File: src/hw/rtl/wcos_pkg.sv
// Shared types and constants for the weighted clock offset slew block.
// Used by wcos_div, wcos_mul and weighted_clock_offset_slew; no dependencies.
package wcos_pkg;

   localparam int MaxServers = 8;
   localparam logic [3:0] MaxCount = 4'(MaxServers);

   localparam logic [33:0] RttLimitReset = 34'd9999000000;

   localparam logic [6:0] DivStepsWeight = 7'd25;
   localparam logic [6:0] DivStepsMean   = 7'd64;
   localparam logic [6:0] DivStepsFrac   = 7'd16;
   localparam logic [4:0] MulSteps       = 5'd25;

   localparam logic [24:0] FracOne = 25'h10000;

   typedef enum logic [1:0] {
      OP_SAMPLE  = 2'd0,
      OP_QUERY   = 2'd1,
      OP_RESTART = 2'd2,
      OP_NONE    = 2'd3
   } op_type;

   typedef enum logic [0:0] {
      REG_SLEW  = 1'b0,
      REG_LIMIT = 1'b1
   } reg_index_type;

   typedef enum logic [2:0] {
      ST_IDLE,
      ST_WDIV,
      ST_WMUL,
      ST_LAST,
      ST_MDIV,
      ST_FDIV,
      ST_SMUL,
      ST_OUT
   } state_type;

   typedef struct packed {
      logic        go;
      logic [33:0] rem;
      logic [63:0] num;
      logic [6:0]  steps;
      logic [33:0] den;
   } div_start_type;

   typedef struct packed {
      logic        go;
      logic [36:0] mcand;
      logic [24:0] mplier;
   } mul_start_type;

   typedef struct packed {
      logic busy;
      logic done;
   } unit_status_type;

endpackage

File: src/hw/rtl/wcos_div.sv
// Bit-serial restoring divider, one quotient bit per cycle.
// Depends on wcos_pkg for the start request and status structs.
module wcos_div
   import wcos_pkg::*;
(
   input  logic            clock,
   input  logic            reset,
   input  div_start_type   start,
   output unit_status_type status,
   output logic [63:0]     quotient,
   output logic [33:0]     remainder
);

   logic        busy_ff, done_ff;
   logic [6:0]  cnt_ff;
   logic [33:0] rem_ff, den_ff;
   logic [63:0] quo_ff;
   logic [34:0] trial, diff;
   logic        ge;

   assign trial = {rem_ff, quo_ff[63]};
   assign ge    = trial >= {1'b0, den_ff};
   assign diff  = trial - {1'b0, den_ff};

   always_ff @(posedge clock) begin
      if (reset) begin
         busy_ff <= 1'b0;
         done_ff <= 1'b0;
         cnt_ff  <= '0;
      end else begin
         done_ff <= 1'b0;
         if (start.go) begin
            busy_ff <= 1'b1;
            cnt_ff  <= start.steps;
         end else if (busy_ff) begin
            cnt_ff <= cnt_ff - 7'd1;
            if (cnt_ff == 7'd1) begin
               busy_ff <= 1'b0;
               done_ff <= 1'b1;
            end
         end
      end
   end

   always_ff @(posedge clock) begin
      if (start.go) begin
         rem_ff <= start.rem;
         quo_ff <= start.num;
         den_ff <= start.den;
      end else if (busy_ff) begin
         rem_ff <= ge ? diff[33:0] : trial[33:0];
         quo_ff <= {quo_ff[62:0], ge};
      end
   end

   assign status    = '{busy: busy_ff, done: done_ff};
   assign quotient  = quo_ff;
   assign remainder = rem_ff;

endmodule

File: src/hw/rtl/wcos_mul.sv
// Bit-serial shift-add multiplier, one multiplier bit per cycle.
// Depends on wcos_pkg for the start request and status structs.
module wcos_mul
   import wcos_pkg::*;
(
   input  logic            clock,
   input  logic            reset,
   input  mul_start_type   start,
   output unit_status_type status,
   output logic [61:0]     product
);

   logic        busy_ff, done_ff;
   logic [4:0]  cnt_ff;
   logic [61:0] acc_ff, a_ff;
   logic [24:0] b_ff;

   always_ff @(posedge clock) begin
      if (reset) begin
         busy_ff <= 1'b0;
         done_ff <= 1'b0;
         cnt_ff  <= '0;
      end else begin
         done_ff <= 1'b0;
         if (start.go) begin
            busy_ff <= 1'b1;
            cnt_ff  <= MulSteps;
         end else if (busy_ff) begin
            cnt_ff <= cnt_ff - 5'd1;
            if (cnt_ff == 5'd1) begin
               busy_ff <= 1'b0;
               done_ff <= 1'b1;
            end
         end
      end
   end

   always_ff @(posedge clock) begin
      if (start.go) begin
         acc_ff <= '0;
         a_ff   <= {25'd0, start.mcand};
         b_ff   <= start.mplier;
      end else if (busy_ff) begin
         if (b_ff[0]) begin
            acc_ff <= acc_ff + a_ff;
         end
         a_ff <= {a_ff[60:0], 1'b0};
         b_ff <= {1'b0, b_ff[24:1]};
      end
   end

   assign status  = '{busy: busy_ff, done: done_ff};
   assign product = acc_ff;

endmodule

File: src/hw/rtl/weighted_clock_offset_slew.sv
// Weighted clock offset combiner with slewed offset, top level.
// Sample: a counted one runs a 25-step weight divide and, for a nonzero weight, a 25-step
// multiply; the last of a round adds the mean divide when the weight sum is nonzero.
// Query: straight to output with slew 0, else a multiply, after a 16-step fraction divide
// for a partial step. One request at a time; a result waits in its own register. Reset is
// synchronous active-high; clears real/smooth/origin offsets, origin/query times, sums, FSM.
module weighted_clock_offset_slew
   import wcos_pkg::*;
(
   input  logic          clock,
   input  logic          reset,
   input  logic          req_tvalid,
   output logic          req_tready,
   input  logic [119:0]  req_tdata,  // offset_us[35:0], rtt_us[69:36], now_us[117:70]
   input  logic [1:0]    req_tuser,  // op[1:0]
   input  logic          req_tlast,
   output logic          rsp_tvalid,
   input  logic          rsp_tready,
   output logic [103:0]  rsp_tdata,  // real_time_us[49:0], smooth_time_us[99:50]
   input  logic          csr_we,
   input  logic [0:0]    csr_index,
   input  logic [33:0]   csr_wdata
);

   state_type state_ff, state_in;

   logic [31:0] slew_ff;
   logic [33:0] limit_ff;
   logic signed [35:0] real_ff, smooth_ff, origin_off_ff;
   logic [47:0] origin_time_ff, lqt_ff;
   logic [27:0] wt_ff;
   logic [63:0] wot_ff;
   logic [3:0]  cnt_ff;
   logic [35:0] off_ff;
   logic [47:0] now_ff;
   logic        last_ff;
   logic [24:0] w_ff;
   logic        rsp_valid_ff;
   logic [103:0] rsp_data_ff;

   div_start_type   div_start;
   mul_start_type   mul_start;
   unit_status_type div_st, mul_st;
   logic [63:0] quo;
   logic [33:0] rem;
   logic [61:0] prod;

   logic        accept;
   op_type      req_op;
   logic [35:0] req_off;
   logic [33:0] req_rtt;
   logic [47:0] req_now, delta;
   logic        counts;
   logic [35:0] off_mag;
   logic [36:0] diff, diff_mag;
   logic [63:0] wot_mag, mean_q;
   logic [35:0] mean;
   logic [36:0] step, smooth_next;
   logic [61:0] prod_rnd;
   logic        out_free;
   logic [49:0] elapsed, rt, st;

   assign req_op  = op_type'(req_tuser);
   assign req_off = req_tdata[35:0];
   assign req_rtt = req_tdata[69:36];
   assign req_now = req_tdata[117:70];
   assign accept  = req_tvalid && req_tready;
   assign delta   = req_now - lqt_ff;
   assign counts  = (req_rtt < limit_ff) && (cnt_ff < MaxCount);

   assign off_mag  = off_ff[35] ? 36'(-off_ff) : off_ff;
   assign diff     = {real_ff[35], real_ff} - {smooth_ff[35], smooth_ff};
   assign diff_mag = diff[36] ? -diff : diff;
   assign wot_mag  = wot_ff[63] ? -wot_ff : wot_ff;
   assign mean_q   = quo + 64'({rem, 1'b0} >= {1'b0, 6'd0, wt_ff});
   assign mean     = wot_ff[63] ? 36'(-mean_q) : mean_q[35:0];
   assign prod_rnd = prod + 62'd32768;
   assign step     = prod_rnd[52:16];
   assign smooth_next = diff[36] ? {smooth_ff[35], smooth_ff} - step
                                 : {smooth_ff[35], smooth_ff} + step;
   assign out_free = !rsp_valid_ff || rsp_tready;
   assign elapsed  = {2'b00, now_ff - origin_time_ff};
   assign rt = elapsed + 50'(real_ff) - 50'(origin_off_ff);
   assign st = elapsed + 50'(smooth_ff) - 50'(origin_off_ff);

   wcos_div u_div (
      .clock(clock), .reset(reset), .start(div_start), .status(div_st),
      .quotient(quo), .remainder(rem)
   );

   wcos_mul u_mul (
      .clock(clock), .reset(reset), .start(mul_start), .status(mul_st), .product(prod)
   );

   always_comb begin
      state_in = state_ff;
      unique case (state_ff)
         ST_IDLE: begin
            if (accept) begin
               unique case (req_op)
                  OP_SAMPLE: state_in = counts ? ST_WDIV : ST_LAST;
                  OP_QUERY: begin
                     if (slew_ff == 32'd0) state_in = ST_OUT;
                     else if (delta >= {16'd0, slew_ff}) state_in = ST_SMUL;
                     else state_in = ST_FDIV;
                  end
                  OP_RESTART, OP_NONE: state_in = ST_IDLE;
               endcase
            end
         end
         ST_WDIV: if (div_st.done) state_in = (quo[24:0] != 25'd0) ? ST_WMUL : ST_LAST;
         ST_WMUL: if (mul_st.done) state_in = ST_LAST;
         ST_LAST: state_in = (last_ff && wt_ff != 28'd0) ? ST_MDIV : ST_IDLE;
         ST_MDIV: if (div_st.done) state_in = ST_IDLE;
         ST_FDIV: if (div_st.done) state_in = ST_SMUL;
         ST_SMUL: if (mul_st.done) state_in = ST_OUT;
         ST_OUT:  if (out_free) state_in = ST_IDLE;
      endcase
   end

   always_comb begin
      req_tready = state_ff == ST_IDLE;
      div_start  = '0;
      mul_start  = '0;
      unique case (state_ff)
         ST_IDLE: begin
            if (accept && req_op == OP_SAMPLE && counts) begin
               div_start.go    = 1'b1;
               div_start.num   = 64'h8000_0000_0000_0000;
               div_start.steps = DivStepsWeight;
               div_start.den   = (req_rtt == 34'd0) ? 34'd1 : req_rtt;
            end
            if (accept && req_op == OP_QUERY && slew_ff != 32'd0) begin
               if (delta >= {16'd0, slew_ff}) begin
                  mul_start.go     = 1'b1;
                  mul_start.mcand  = diff_mag;
                  mul_start.mplier = FracOne;
               end else begin
                  div_start.go    = 1'b1;
                  div_start.rem   = {2'b00, delta[31:0]};
                  div_start.steps = DivStepsFrac;
                  div_start.den   = {2'b00, slew_ff};
               end
            end
         end
         ST_WDIV: begin
            if (div_st.done && quo[24:0] != 25'd0) begin
               mul_start.go     = 1'b1;
               mul_start.mcand  = {1'b0, off_mag};
               mul_start.mplier = quo[24:0];
            end
         end
         ST_LAST: begin
            if (last_ff && wt_ff != 28'd0) begin
               div_start.go    = 1'b1;
               div_start.num   = wot_mag;
               div_start.steps = DivStepsMean;
               div_start.den   = {6'd0, wt_ff};
            end
         end
         ST_FDIV: begin
            if (div_st.done) begin
               mul_start.go     = 1'b1;
               mul_start.mcand  = diff_mag;
               mul_start.mplier = {9'd0, quo[15:0]};
            end
         end
         ST_WMUL, ST_MDIV, ST_SMUL, ST_OUT: begin
         end
      endcase
   end

   always_ff @(posedge clock) begin
      if (reset) begin
         state_ff       <= ST_IDLE;
         slew_ff        <= '0;
         limit_ff       <= RttLimitReset;
         real_ff        <= '0;
         smooth_ff      <= '0;
         origin_off_ff  <= '0;
         origin_time_ff <= '0;
         lqt_ff         <= '0;
         wt_ff          <= '0;
         wot_ff         <= '0;
         cnt_ff         <= '0;
         rsp_valid_ff   <= 1'b0;
      end else begin
         state_ff <= state_in;
         if (csr_we) begin
            unique case (reg_index_type'(csr_index))
               REG_SLEW:  slew_ff  <= csr_wdata[31:0];
               REG_LIMIT: limit_ff <= csr_wdata;
            endcase
         end
         if (state_ff == ST_OUT && out_free) rsp_valid_ff <= 1'b1;
         else if (rsp_tready) rsp_valid_ff <= 1'b0;
         unique case (state_ff)
            ST_IDLE: begin
               if (accept && req_op == OP_QUERY) begin
                  lqt_ff <= req_now;
                  if (slew_ff == 32'd0) smooth_ff <= real_ff;
               end
               if (accept && req_op == OP_RESTART) begin
                  origin_time_ff <= req_now;
                  origin_off_ff  <= real_ff;
               end
            end
            ST_WDIV: if (div_st.done) cnt_ff <= cnt_ff + 4'd1;
            ST_WMUL: begin
               if (mul_st.done) begin
                  wt_ff  <= wt_ff + {3'd0, w_ff};
                  wot_ff <= off_ff[35] ? wot_ff - {2'b00, prod} : wot_ff + {2'b00, prod};
               end
            end
            ST_LAST: begin
               if (last_ff && wt_ff == 28'd0) begin
                  wot_ff <= '0;
                  cnt_ff <= '0;
               end
            end
            ST_MDIV: begin
               if (div_st.done) begin
                  real_ff <= mean;
                  if (origin_off_ff == 36'sd0) begin
                     origin_off_ff <= mean;
                     smooth_ff     <= mean;
                  end
                  wt_ff  <= '0;
                  wot_ff <= '0;
                  cnt_ff <= '0;
               end
            end
            ST_SMUL: if (mul_st.done) smooth_ff <= smooth_next[35:0];
            ST_OUT, ST_FDIV: begin
            end
         endcase
      end
   end

   always_ff @(posedge clock) begin
      if (accept) begin
         off_ff  <= req_off;
         now_ff  <= req_now;
         last_ff <= req_tlast;
      end
      if (state_ff == ST_WDIV && div_st.done) w_ff <= quo[24:0];
      if (state_ff == ST_OUT && out_free) rsp_data_ff <= {4'd0, st, rt};
   end

   assign rsp_tvalid = rsp_valid_ff;
   assign rsp_tdata  = rsp_data_ff;

   a_units_exclusive: assert property (@(posedge clock) disable iff (reset)
      !(div_st.busy && mul_st.busy))
      else $error("divider and multiplier busy together");

   a_ready_idle_units: assert property (@(posedge clock) disable iff (reset)
      req_tready |-> !div_st.busy && !mul_st.busy)
      else $error("request taken while a unit is busy");

   a_count_bound: assert property (@(posedge clock) disable iff (reset)
      cnt_ff <= MaxCount)
      else $error("sample count above server limit");

   a_out_loads: assert property (@(posedge clock) disable iff (reset)
      (state_ff == ST_OUT && out_free) |=> rsp_tvalid && state_ff == ST_IDLE)
      else $error("result not presented after query");

endmodule

File: config.mk
export PLATFORM = sky130hd
export DESIGN_NAME = weighted_clock_offset_slew
export DESIGN_NICKNAME = d
export VERILOG_FILES = /design/src/hw/rtl/wcos_pkg.sv /design/src/hw/rtl/wcos_div.sv /design/src/hw/rtl/wcos_mul.sv /design/src/hw/rtl/weighted_clock_offset_slew.sv
export SDC_FILE = /design/constraint.sdc
export NUM_CORES = 2
export LEC_CHECK = 0
export BUFFER_PORTS_ARGS = -buffer_cell sky130_fd_sc_hd__buf_4
export CORE_MARGIN = 2
export CORE_UTILIZATION = 60
export DETAILED_ROUTE_END_ITERATION = 7
export MAX_ROUTING_LAYER = met4
export PLACE_DENSITY = 0.78
export SYNTH_ARGS = -nofsm -noshare
export SYNTH_HDL_FRONTEND = slang
export SYNTH_SLANG_ARGS = --single-unit
File: constraint.sdc
create_clock -name clock -period 11.6 [get_ports clock]
set_input_delay 1.16 -clock clock [delete_from_list [all_inputs] [get_ports clock]]
set_output_delay 1.16 -clock clock [all_outputs]
set_load 0.005 [all_outputs]
==> impl_metrics.tcl <==
set metrics [dict create \
    status "finished, final reports clean" \
    place.gp.congestion 1.03 \
    p_leak_uw 0.0302 \
    critPathTopFamily "simple AND/OR/NAND/NOR gates" \
    dp_hpwl_um 168000 \
    crit_fanout 57 \
    clock_latency_ns 0.73 \
    worst-setup-path-type "input pin to flip-flop" \
    synth-edff-count 404 \
    start_util_pct 60.4 \
    synthTopCellsByArea "edfxtp_1 (18%), dfxtp_1 (14%), ha_1 (10%), xnor2_1 (5.9%), a21oi_1 (5.8%)" \
    max-slew-margin-rel_pct 13.8 \
    peakVddDrop_mv 0.176 \
    grt_pass1_wl_um 333000 \
    track_usage_pct 36.9 \
    slowest_delay_ns 0.68 \
    syn_avg_cell_area_um2 8.32 \
    postCtsSetupBuffers 0 \
    cts_root_buffer "clkbuf_16" \
    coreArea_mm2 0.114 \
    drcViolationCount 0 \
    cap_viol_max_count 0 \
    rows 124 \
    nFillCells 9670 \
    synth_area_mm2 0.0690 \
    crit_top_cell "buf_4" \
    ys_warn_count 0 \
    clk_pin_slew_ns 0.06 \
    final_hold_viol_count 0 \
    cts_tree "done" \
    synth_cells 8293 \
    setup_violations 0 \
    rsz0062_at_grt "false" \
    setup_tns_ns 0 \
    seq_area_frac_synth_pct 31.3 \
    max_freq_mhz 130 \
    grt_pass1_vias 58800 \
    drv_slew 0 \
    worstReg2RegStart "real_ff[0]" \
    cts.sinks 877 \
    yosys-top-cells-count "nand2_1 (980), a21oi_1 (804), nor2_1 (619)" \
    multi_input_area_mm2 0.0440 \
    drive_above_1_share_pct 7.07 \
    critPathLaunch "req_tdata[70]" \
    power_density_mw_per_mm2 210 \
    die_w_um 343 \
    fin_nets 9142 \
    place_inst 9728 \
    grt_max_degree 222 \
    finalNonFillerCells 9927 \
    via_per_inst 6.33 \
    ys_ff_latch 877 \
    period_minus_slack_ns 7.67 \
    antenna_left 0 \
    cts_hold_buffers 0 \
    ctsResizeCount 0 \
    numCtsBuffers 99 \
    ys.flop_type "dfxtp_1" \
    synthMostInstantiatedCell "nand2_1" \
    antenna_found_initial 11 \
    cp.required_ns 11.93 \
    clock_path_buffers 3 \
    synth_top_cell_area_share_pct 17.6 \
    die_h_um 343 \
    syn_to_final_growth_pct 9.18 \
    htreeDepth 3 \
    ios 269 \
    grt_overflow_total 0 \
    startpoint_type "input pin" \
    worst-path-buf-inv 5 \
    worst_slew_pin_slew_ns 1.29 \
    yosys.area.top_type "edfxtp_1" \
    yosysUniqueCellTypes 119 \
    portBuffers 262 \
    min-delay-start "lqt_ff[21]" \
    vias 62900 \
    skew_ns 0.0395 \
    wl_per_cell_um 21.9 \
    end_kind "flip-flop" \
    die_area_mm2 0.118 \
    register_area_mm2 0.0216 \
    critPathArrivalTime_ns 7.99 \
    slowest_stage "nand2b_4" \
    async_flop_share_pct 0 \
    holdCritPathClass "flip-flop to flip-flop" \
    firstDrtPassIters 6 \
    totalWireLength_um 217000 \
    period_share_pct 66.1 \
    dr.first_iter.drc_count 6087 \
]
-- tightest hold or removal path, stage by stage (launching register included) --
cell and delay (ns):
dfxtp_1 0.31, nand2_1 0.05, a21oi_1 0.05
-- per-stage QoR --
stage / cell area [um2] / hold slack (ns) / worst slack, ns / power (uW) / utilization, %
after global routing: 75300 / 0.475 / 3.37 / 16800 / 66.0
after CTS: 75300 / 0.455 / 3.97 / 15700 / 65.9
after detailed placement: 71800 / 0.446 / 3.23 / 12300 / 62.9
final: 75300 / 0.453 / 3.93 / 15800 / 66.0
after floorplan: 69000 / 0.421 / 3.09 / 10100 / -
after global placement: 71800 / 0.442 / 3.27 / 12200 / 62.9
-- layout by cell type (no fill, tap or decap), types with 90 or more instances in the layout --
master / instances
nand2_1: 978
a21oi_1: 802
nor2_1: 615
ha_1: 556
inv_1: 517
dfxtp_1: 470
xnor2_1: 461
o21ai_0: 432
edfxtp_1: 404
buf_4: 312
a21o_1: 278
xor2_1: 242
nand3_1: 187
nor3_1: 142
a211oi_1: 120
clkbuf_16: 109
nand4_1: 107
fa_1: 106
nand2b_1: 91
o211ai_1: 90
-- flip-flops by register name, summed over array words and instances, names as in the netlist, 28 cells and up --
signal and count:
u_div.remainder 34, wot_ff 64, origin_time_ff 48, u_div.quotient 64, lqt_ff 48, rsp_tdata 100
origin_off_ff 36, u_mul.product 62, limit_ff 34, wt_ff 28, u_div.den_ff 34, slew_ff 32
u_mul.a_ff 62, smooth_ff 36, now_ff 48, real_ff 36, off_ff 36
-- worst paths after layout --
kind | to | slack [ns] | cells after the start
worst min-delay path | lqt_ff[21] | 0.45 | 2
worst max-delay path | u_div.quotient[40] | 3.93 | 26
worst min register to register | lqt_ff[21] | 0.45 | 2
worst max register to register | smooth_ff[35] | 4.07 | 29
-- metal layers --
metal / up-vias / routed length [um] / global-route usage (%)
met5: - / 0 / -
met4: 0 / 12600 / 18.3
met3: 524 / 17200 / 5.41
met2: 2499 / 98300 / 57.8
met1: 29900 / 89400 / 46.8
li1: 29900 / - / -
-- power breakdown --
part | switching [uW] | internal, uW | total, uW
Combinational | 5050 | 3230 | 8280
Clock | 1400 | 1980 | 3380
Sequential | 377 | 3790 | 4170
-- logic make-up after synthesis --
kind of cell | after synthesis | share of synthesized area, %
simple gates | 2600 | 17.6
compound gates | 2473 | 22.9
buf+inv | 913 | 5.12
flops | 877 | 31.3
xor+xnor | 704 | 8.96
fa+ha+maj | 662 | 13.2
mux | 63 | 0.927
other cells | 1 | 0.00543
-- layout make-up --
type	instances	share of cell area, %
Antenna cell	13	0.0432
Clock buffer	131	3.83
Clock inverter	55	0.812
Inverter	519	2.59
Multi-Input combinational cell	6506	58.4
Sequential cell	877	28.7
Tap cell	1512	2.51
Timing Repair Buffer	314	3.16
(Power assumes the default switching activity.)
